## config.mk

```make
export PLATFORM = sky130hd
export DESIGN_NAME = mmpid_ram
export DESIGN_NICKNAME = d
export VERILOG_FILES = /design/src/rtl/multi_motor_pid_speed_loop_assert.svh /design/src/rtl/mmpid_ram.sv
export SDC_FILE = /design/constraint.sdc
export NUM_CORES = 1
export LEC_CHECK = 0
export ABC_AREA = 0
export BUFFER_PORTS_ARGS = -buffer_cell sky130_fd_sc_hd__buf_4
export CAP_MARGIN = 25
export CELL_PAD_IN_SITES_DETAIL_PLACEMENT = 0
export CELL_PAD_IN_SITES_GLOBAL_PLACEMENT = 1
export CORE_AREA = 2 2 160 193
export CTS_BUF_LIST = sky130_fd_sc_hd__clkbuf_16
export CTS_CLUSTER_SIZE = 16
export DETAILED_ROUTE_END_ITERATION = 7
export DIE_AREA = 0 0 162 195
export PLACE_DENSITY_LB_ADDON = 0.1
export SLEW_MARGIN = 20
export SYNTH_ARGS = -nofsm -noshare
export SYNTH_HDL_FRONTEND = slang
export SYNTH_SLANG_ARGS = --single-unit
export TNS_END_PERCENT = 5
```

## constraint.sdc

```tcl
create_clock -name clk -period 29.9 [get_ports clk]
set_clock_uncertainty 0.05 [all_clocks]
set_input_delay 7.475 -clock clk [delete_from_list [all_inputs] [get_ports clk]]
set_output_delay 7.475 -clock clk [all_outputs]
set_load 0.01 [all_outputs]
```

## src/rtl/multi_motor_pid_speed_loop_assert.svh

```systemverilog
// Assertion macros for the multi-motor PID speed loop.
// Each macro takes a label, the clock, the active-low reset, an antecedent,
// a consequent and a message.
`ifndef MULTI_MOTOR_PID_SPEED_LOOP_ASSERT_SVH
`define MULTI_MOTOR_PID_SPEED_LOOP_ASSERT_SVH

`ifndef SYNTH

`define MMPID_ASSERT_IMP(lbl, clk, rstn, ante, cons, msg) \
  lbl: assert property (@(posedge clk) disable iff (!(rstn)) (ante) |-> (cons)) \
    else $error(msg);

`define MMPID_ASSERT_NXT(lbl, clk, rstn, ante, cons, msg) \
  lbl: assert property (@(posedge clk) disable iff (!(rstn)) (ante) |=> (cons)) \
    else $error(msg);

`else

`define MMPID_ASSERT_IMP(lbl, clk, rstn, ante, cons, msg)

`define MMPID_ASSERT_NXT(lbl, clk, rstn, ante, cons, msg)

`endif

`endif

```

## src/rtl/mmpid_ram.sv

```systemverilog
`default_nettype none

module mmpid_ram #(
  parameter int WIDTH = 144,
  parameter int DEPTH = 2,
  parameter int AW    = (DEPTH > 1) ? $clog2(DEPTH) : 1
) (
  input  wire logic             clk,
  input  wire logic             we,
  input  wire logic [AW-1:0]    waddr,
  input  wire logic [WIDTH-1:0] wdata,
  input  wire logic             re,
  input  wire logic [AW-1:0]    raddr,
  output logic      [WIDTH-1:0] rdata_r
);

  logic [WIDTH-1:0] mem [DEPTH];

  always_ff @(posedge clk) begin
    if (we) begin
      mem[waddr] <= wdata;
    end
    if (re) begin
      rdata_r <= mem[raddr];
    end
  end

endmodule

`default_nettype wire

```

# Word-level counts from Yosys, hierarchy flattened
# Memory sizes are Yosys's and may differ from the RTL's. A register that Yosys moved wholly into a read port is not among the register bits.
# Cells that the tools add are included.
[classes] n_mux=2
[op_table] op="$mux 1" count=2
[totals] reg_bits=0 mem_bits_rw=288 inputBits=149 out_inout_bits=144 memories=1
[mem_list] memory="mem" words=2 word_bits=144 read_ports=1 rd_ports_with_merged_regs=1 write_ports=1 line="mmpid_ram.sv:17" source="logic [WIDTH-1:0] mem [DEPTH];"

# Depth between registers and ports, before layout
[depth] word_depth=2 ltp_mapped=4 depth_no_buf=1

# Worst setup path before layout
# OpenSTA, ideal clock, no wires.
[synth_path] path_type="input port to flip-flop" startpoint="input waddr" endpoint="memory mem[0][0], enable pin" setup_ns=0.669 arrival_time_ns=13.861 t_required_ns=29.181 path_slack_ns=15.320 cell_stages=1 path_cell_list="nor2b_1"
[synth_lines] element="start: declaration" line="mmpid_ram.sv:10" source="input wire logic [AW-1:0] waddr,"
[synth_lines] element="end: declaration" line="mmpid_ram.sv:17"
# No word-level cell before the write port.

# Worst setup path after layout
[layout_path] startpoint="input raddr" endpoint="register rdata_r[40], read port of mem, data pin"
[layout_lines] element="start: declaration" line="mmpid_ram.sv:13" source="input wire logic [AW-1:0] raddr,"
[layout_lines] element="end: declaration" line="mmpid_ram.sv:14" source="output logic [WIDTH-1:0] rdata_r"
# No word-level cell between the ends.

==> results.json <==
{
  "final_common_cell": "edfxtp_1",
  "tightest_slew_ns": 0.913,
  "clk-insertion-delay-late_ns": 0.52,
  "first_global_vias": 7355,
  "cp_max_fo": 53,
  "syn_nets": 743,
  "critical-path-max-stage-delay_ns": 0.79,
  "hold_violations": 0,
  "finalWirelength_microns": 27700,
  "utilization_pct": 63.8,
  "hpwl_microns": 17600,
  "max_clock_freq_ghz": 0.111,
  "crit_arrival_ns": 9.26,
  "cts_root_buf": "clkbuf_16",
  "setup-tns-final_ns": 0,
  "synth_cell_type_count": 7,
  "synthCells": 594,
  "grt_use_total_pct": 17.4,
  "crit_buf_inv": 2,
  "power.density_mw_per_mm2": 68.4,
  "final_cell_mix": "432 x edfxtp_1, 296 x buf_4, 84 x mux2_2",
  "fin_nets": 1070,
  "grt_pass1_wl_microns": 41400,
  "worst_path_max_delay_cell": "buf_4",
  "dieArea_sq_mm": 0.0316,
  "route.detailed.drc": 0,
  "setup-violations-final": 0,
  "cts_max_level": 2,
  "clk_pin_slew_ns": 0.06,
  "cts_tree": "yes",
  "crit_chain": "buf_6, buf_4, mux2_2",
  "routedWlPerCell_microns": 20.6,
  "fp.dieH_microns": 195,
  "postCtsResizedCells": 0,
  "min_period_over_period_pct": 30.2,
  "grt_start_max_net_pins": 94,
  "ys_ff_latch": 432,
  "crit_path_end_kind": "flop",
  "relSlewSlack_pct": 39.1,
  "cts_setup_buffers": 0,
  "first_pass_iters": 4,
  "io_buffers": 292,
  "antenna_found_initial": 2,
  "overflow": 0,
  "drive_above_1_share_pct": 52.5,
  "crit_type": "input pin to flop",
  "cp-start-kind": "input pin",
  "vdd_drop_max_uv": 59.0,
  "io_pins": 293,
  "outcome": "completed",
  "drv_cap": 0,
  "gp_congestion": 0.751,
  "ys_seq_area_share_pct": 86.7,
  "area_growth_pct": 25.9,
  "cts_hold_buf": 0,
  "finalMaxSlewViolations": 0,
  "syn_area_per_cell_sq_um": 25.2,
  "critPathTopFamily": "buffers and inverters",
  "start_util_pct": 50.7,
  "netlist_area_sq_mm": 0.0150,
  "vias": 6683,
  "dieWidth_microns": 162,
  "fin_crit_ns": 9.03,
  "clock_sinks": 432,
  "drt-initial-drc-count": 372,
  "placeableCoreArea_sq_mm": 0.0295,
  "via_per_inst": 4.99,
  "cts_made_buffers": 41,
  "num_rows": 69,
  "min_path_type": "flop to flop",
  "p_leak_nw": 7.06,
  "yosysWarnings": 0,
  "worstPathRequired_ns": 30.12,
  "ant_nets": 0,
  "rsz0062_at_grt": "false",
  "cts.path.max_buffers": 3
}
-- layout make-up --
| cell class | instances | area [sq um] |
|---|---|---|
| flip-flops and latches | 432 | 13000 |
| fillers | 2091 | 10700 |
| repair buffers | 300 | 2290 |
| multi-input cells | 146 | 1870 |
| clock buffers | 43 | 1080 |
| well taps | 390 | 488 |
| clock inverters | 26 | 136 |
| diodes | 3 | 7.51 |
-- stage by stage --
stage / hold WS (ns) / instances / cell area (sq um) / setup WS [ns] / power, W
after floorplan: 0.473 / 594 / 15000 / 15.32 / 0.000780
after global placement: 0.475 / 1266 / 17600 / 19.97 / 0.000829
after detailed placement: 0.481 / 1267 / 17600 / 19.98 / 0.000834
after CTS: 0.493 / 1336 / 18800 / 20.53 / 0.00131
after global routing: 0.506 / 1339 / 18800 / 20.79 / 0.00134
final: 0.490 / 1340 / 18800 / 20.87 / 0.00129
-- cell usage after synthesis --
library cell | count | area share [%]
edfxtp_1 | 432 | 87
nor2b_1 | 1 | 0.042
buf_2 | 8 | 0.27
buf_6 | 8 | 0.60
mux2_4 | 60 | 6.0
mux2_2 | 84 | 6.3
and2_1 | 1 | 0.042
-- report_power, final --
part	switching (W)	internal, W	leakage, nW	total (W)
clock network	0.000202	0.000266	0.653	0.000469
logic	0.0000413	0.0000498	2.29	0.0000911
registers	0.0000118	0.000717	4.11	0.000728
-- metal layers --
metal / vias to the layer above / track usage, % / part of all wire (%)
met5: - / 0.313 / 0
met2: 240 / 28.9 / 50
met3: 46 / 6.05 / 9.3
met4: 0 / 5.77 / 2.2
met1: 3349 / 21.3 / 38
li1: 3048 / - / -
-- cells by family after synthesis --
family | synth area share, %
flops | 86.7
mux | 12.3
buf+inv | 0.870
simple gates | 0.0837
-- path summary, 6_finish.rpt --
path | start | endpoint | slack [ns] | cells past startpoint
max | raddr | rdata_r[40]$_DFFE_PP_ | 20.87 | 3
min | mem[1][10]$_DFFE_PP_ | rdata_r[10]$_DFFE_PP_ | 0.49 | 1
max reg2reg | mem[1][34]$_DFFE_PP_ | rdata_r[34]$_DFFE_PP_ | 28.94 | 1
min reg2reg | mem[1][10]$_DFFE_PP_ | rdata_r[10]$_DFFE_PP_ | 0.49 | 1
-- registers in the layout (all words and copies together), names as in the netlist --
| signal | cells |
|---|---|
| rdata_r | 144 |
| mem | 288 |
Power figures use the tool's default switching activity.
