===== src/rtl/multi_motor_pid_speed_loop_assert.svh =====
// Assertion macros for the multi-motor PID speed loop.
// Each macro takes a label, the clock, the active-low reset, an antecedent,
// a consequent and a message.
`ifndef MULTI_MOTOR_PID_SPEED_LOOP_ASSERT_SVH
`define MULTI_MOTOR_PID_SPEED_LOOP_ASSERT_SVH

`ifndef SYNTH

`define MMPID_ASSERT_IMP(lbl, clk, rstn, ante, cons, msg) \
  lbl: assert property (@(posedge clk) disable iff (!(rstn)) (ante) |-> (cons)) \
    else $error(msg);

`define MMPID_ASSERT_NXT(lbl, clk, rstn, ante, cons, msg) \
  lbl: assert property (@(posedge clk) disable iff (!(rstn)) (ante) |=> (cons)) \
    else $error(msg);

`else

`define MMPID_ASSERT_IMP(lbl, clk, rstn, ante, cons, msg)

`define MMPID_ASSERT_NXT(lbl, clk, rstn, ante, cons, msg)

`endif

`endif


===== src/rtl/mmpid_pkg.sv =====
`default_nettype none

package mmpid_pkg;

  localparam int DATA_W      = 32;
  localparam int CFG_IDX_W   = 2;
  localparam int RATE_W      = 10;
  localparam int SUM_W       = 48;
  localparam int SUM_SPLIT   = 24;
  localparam int MUL_W       = 33;
  localparam int PROD_W      = 2 * MUL_W;
  localparam int ACC_W       = 82;
  localparam int INC_W       = 35;
  localparam int FRAC_W      = 16;
  localparam int IN_TDATA_W  = 2 * DATA_W;
  localparam int OUT_TDATA_W = 3 * DATA_W;

  localparam logic [RATE_W-1:0] RATE_RESET = 10'd100;

  typedef enum logic [CFG_IDX_W-1:0] {
    REG_KP   = 2'd0,
    REG_KI   = 2'd1,
    REG_KD   = 2'd2,
    REG_RATE = 2'd3
  } cfg_reg_t;

  // One memory word holds the whole loop state of a motor.
  typedef struct packed {
    logic signed [DATA_W-1:0] duty;
    logic signed [SUM_W-1:0]  esum;
    logic signed [DATA_W-1:0] perr;
    logic        [DATA_W-1:0] pcount;
  } motor_state_t;

  localparam int STATE_W = $bits(motor_state_t);

endpackage

`default_nettype wire


===== src/rtl/mmpid_mul.sv =====
`default_nettype none

// Shared signed multiplier with a registered product.
module mmpid_mul (
  input  wire logic                                clk,
  input  wire logic                                en,
  input  wire logic signed [mmpid_pkg::MUL_W-1:0]  a,
  input  wire logic signed [mmpid_pkg::MUL_W-1:0]  b,
  output logic      signed [mmpid_pkg::PROD_W-1:0] prod_r
);

  always_ff @(posedge clk) begin
    if (en) begin
      prod_r <= a * b;
    end
  end

endmodule

`default_nettype wire


===== config.mk =====
export PLATFORM = sky130hd
export DESIGN_NAME = mmpid_mul
export DESIGN_NICKNAME = d
export VERILOG_FILES = /design/src/rtl/multi_motor_pid_speed_loop_assert.svh /design/src/rtl/mmpid_pkg.sv /design/src/rtl/mmpid_mul.sv
export SDC_FILE = /design/constraint.sdc
export NUM_CORES = 2
export LEC_CHECK = 0
export BUFFER_PORTS_ARGS = -buffer_cell sky130_fd_sc_hd__buf_2
export CORE_ASPECT_RATIO = 1.75
export CORE_UTILIZATION = 45
export DETAILED_ROUTE_END_ITERATION = 16
export GPL_TIMING_DRIVEN = 0
export PLACE_DENSITY = 0.58
export SYNTH_ARGS = -nofsm -noshare
export SYNTH_HDL_FRONTEND = slang
export SYNTH_SLANG_ARGS = --single-unit

===== constraint.sdc =====
create_clock -name clk -period 10.45 [get_ports clk]
set_input_delay 2.09 -clock clk [delete_from_list [all_inputs] [get_ports clk]]
set_output_delay 2.09 -clock clk [all_outputs]
set_load 0.005 [all_outputs]

After elaboration in Yosys (flattened, before gate mapping)
Index checks and enable logic that the tools add are counted.
Widths: inputs -> output; s select.
Word-level totals
  bits in registers: 66
  input bits: 68
  output and inout bits: 66
  word-level logic and storage cells: 2
Cells by class
  multiply operators: 1
Operator list (number)
  $mul 33x33->66: 1

Longest topological paths before layout
  word-level depth: 1
  gate-level depth with buffers: 27
  mapped depth without buffers: 26

Worst setup path before layout
No wires, ideal clock.
  path type: input-to-reg
  start: input port a[32] (netlist bit)
  end: register prod_r[62] (netlist bit), data pin
  library setup time: 0.269 ns
  data arrival time: 9.186 ns
  path slack: 0.995 ns
  cell stages on the path: 23
  buffers on the path: 2
  cell sequence: clkbuf_1 > nand2_1 > inv_1 > fa_1 > fa_1 > fa_1 > fa_1 > fa_1 > fa_1 > fa_1 > inv_1 > fa_1 > inv_1 > ha_1 > clkbuf_1 > and3_1 > nand3_1 > nand2b_1 > a2111oi_4 > a211oi_4 > a21o_2 > a211oi_2 > a211oi_2
Between the ends
  longest elaborated chain between the ends: 1
RTL lines
  from (decl): RTL line mmpid_mul.sv:7  | input wire logic signed [mmpid_pkg::MUL_W-1:0] a,
  $mul 33x33->66: RTL line mmpid_mul.sv:14  | prod_r <= a * b;
  to (signal assigned): RTL line mmpid_mul.sv:14
  to (decl): RTL line mmpid_mul.sv:9  | output logic signed [mmpid_pkg::PROD_W-1:0] prod_r
No other way between the ends.
A chain may end at the register's enable or synchronous reset.

Worst setup path after layout
  start: input port b[11] (netlist bit)
  end: register prod_r[58] (netlist bit), data pin
Between the ends
  longest elaborated chain between the ends: 1
RTL lines
  from (decl): RTL line mmpid_mul.sv:8  | input wire logic signed [mmpid_pkg::MUL_W-1:0] b,
  $mul 33x33->66: RTL line mmpid_mul.sv:14
No other way between the ends.

==> run summary <==
Syn_area_per_cell - 9.54 sq um
Synth Cell Area - 0.0414 sq mm
Pre-CTS WS - -1.17 ns
Post-layout min period - 10.56 ns
Iteration-0 DRC Markers - 2315
Synth-to-Final Area Change - 6.47%
DP HPWL - 153 mm
Fin. max-slew vios - 0
I/O Buffers - 133
Via/cell ratio - 5.66
Hold Fails Final Rpt - 0
Final ANT Viol Nets - 0
Hold buffer count at CTS - 0
Setup crit end kind - flip-flop
Sequential cell area - 0.00198 sq mm
DIE AREA - 0.0933 sq mm
Layout cell share with drive strength beyond 1 - 5.62%
Max reg flops - 66
Top flop regs - prod_r x66
Worst slew pin tran - 1.32 ns
Vias in the first global route - 34900
Synth cell types - 80
CTS tree - built
CP most frequent cell - fa_1
Drt wl/cell - 32.1 um
H-tree Lvls - 3
Synth area leader - fa_1
Remaining DRCs - 0
Slew headroom - 11.7%
Critical Path Source Type - primary input
Area of the multi-input gates - 0.0343 sq mm
CP Class - primary input to flip-flop
Max-cap violations - 0
Top FF cell, synth - edfxtp_1
Period utilisation layout - 101%
Final wirelength - 183 mm
CP Cell Sequence - buf_2, clkbuf_1, nand2_1, fa_1, fa_1, fa_1, inv_1, fa_1, fa_1, fa_1, fa_1, inv_1, fa_1, inv_1, ha_1, buf_2, a21oi_1, o211ai_1, a22oi_1, nor2_1, a211oi_4, a21oi_2, nor4b_2, a311oi_1
Io pins - 134
Reg with most FFs - prod_r
Total grt overflow - 0
Initial antenna violation count - 29
WP data arrival - 10.65 ns
Hold Crit Start - a[0]
Async set-or-reset flop fraction in the synthesized netlist - 0%
Cell with the most instances after synthesis - fa_1
Max incr delay on CP - 0.86 ns
Failing checks - setup timing
CTS sink count - 66
WHS - 2.21 ns
Post-synthesis instance total - 4338
Status - finished, violations left
Chip Width - 231 um
Largest net degree at the start of global routing - 67
Cells taking the most area after synthesis - fa_1, inv_1, and2_1, ha_1, nand2_1
First-pass GRT wire length - 253 mm
#FFs+latches synth - 66
WP data required - 10.54 ns
Cell with the largest stage delay on the worst path - clkbuf_1
Register area share after synthesis - 4.79%
Drt pass-1 iters - 7
RSZ-0062 raised after global routing - true
Synth cell count leaders - fa_1, inv_1, and2_1
Number of fill cells in the layout - 8872
Hold Path End - prod_r[0]$_DFFE_PP_
Post-synth EDFFs - 66
Row cnt - 146
Gpl congestion - 1.06
Initial Utilization - 45.6%
Clock root buffer - clkbuf_16
Core Area - 0.0908 sq mm
Max Buffers Root-to-Sink - 2
Fin Setup TNS - -0.106 ns
NumNets Final - 5926
Die H - 403 um
Worst hold path depth - 2
Worst hold path type - primary input to flip-flop
Total global-route track usage - 40.6%
Final worst slack - -0.106 ns
Syn_nets - 5768
CTS buffer count - 9
Post-synth top area share - 55.4%
Synth Warn # - 0
Vias - 32300
CP max FO - 10
Worst-path clk slew - 0.06 ns
# setup viols final - 1
CP Launch Point - b[11]
Achievable Freq - 0.0947 GHz
==> stage by stage <==
step | util [%] | instance area (sq um) | std cells
3_3_place_gp | 48.0 | 43500 | 5655
2_1_floorplan | - | 41400 | 4338
5_1_grt | 48.5 | 44000 | 5686
6_report | 48.5 | 44100 | 5706
4_1_cts | 48.4 | 43900 | 5679
3_5_place_dp | 48.0 | 43500 | 5655
==> layout by cell type (no fill, tap or decap), types with 36 or more instances in the layout <==
cell type	synthesis	final
buf_2	11	144
nand2_1	551	551
a21oi_1	57	57
a21o_1	36	36
ha_1	217	217
clkbuf_1	208	170
inv_1	1131	1130
and2_1	562	562
xnor2_1	43	43
fa_1	1145	1141
nor2_1	68	68
edfxtp_1	66	66
==> metal layers <==
metal	GRT usage (%)	vias up	share of wire (%)
met5	0	-	0.032
met4	49.1	10	16
met3	7.41	885	6.8
met2	68.8	1742	49
met1	37.7	16900	28
li1	-	12800	-
==> layout make-up <==
class,instances,area share (%)
Multi-Input combinational cell,2920,77.9
Inverter,1131,9.64
Sequential cell,66,4.50
Tap cell,1184,3.36
Buffer,221,2.08
Timing Repair Buffer,147,1.78
Clock buffer,9,0.511
Antenna cell,21,0.119
Clock inverter,7,0.116
==> how the worst max path moves through the flow <==
stage                                       to  slack, ns  cells past startpoint
final                     prod_r[58]$_DFFE_PP_      -0.11                     24
after global routing      prod_r[58]$_DFFE_PP_      -0.13                     26
after CTS                 prod_r[59]$_DFFE_PP_       0.02                     22
after detailed placement  prod_r[64]$_DFFE_PP_      -1.17                     22
after global placement    prod_r[60]$_DFFE_PP_      -1.18                     22
after floorplan           prod_r[62]$_DFFE_PP_       0.99                     23
==> worst max-delay path, delay by kind of cell <==
family          cells  cell delay [ns]
fa+ha+maj           9             4.80
buf+inv             6             1.47
compound gates      6             1.70
simple gates        3             0.56
==> cells by family (layout without fill, tap and decap cells) <==
logic type               after synthesis  after routing  share of synthesized area, %
buffers and inverters               1352           1515                          12.3
AND/OR/NAND/NOR                     1271           1271                          15.5
XOR/XNOR                              68             68                          1.44
other                                  0             21                             0
adder cells (fa/ha/maj)             1362           1362                          61.9
flip-flops                            66             66                          4.79
AO/OA/AOI/OAI                        219            219                          4.00
==> what timing repair did <==
| action | CTS | global route |
|---|---|---|
| setup buffers | 8 | 6 |
| resized for setup | 15 | 78 |
| endpoints found under the setup margin | 15 | 21 |
| pin swaps | 1 | 1 |
Power is left out: the tool's default activity adds up to more than one toggle a clock period on the data nets, which glitch-free logic cannot reach.
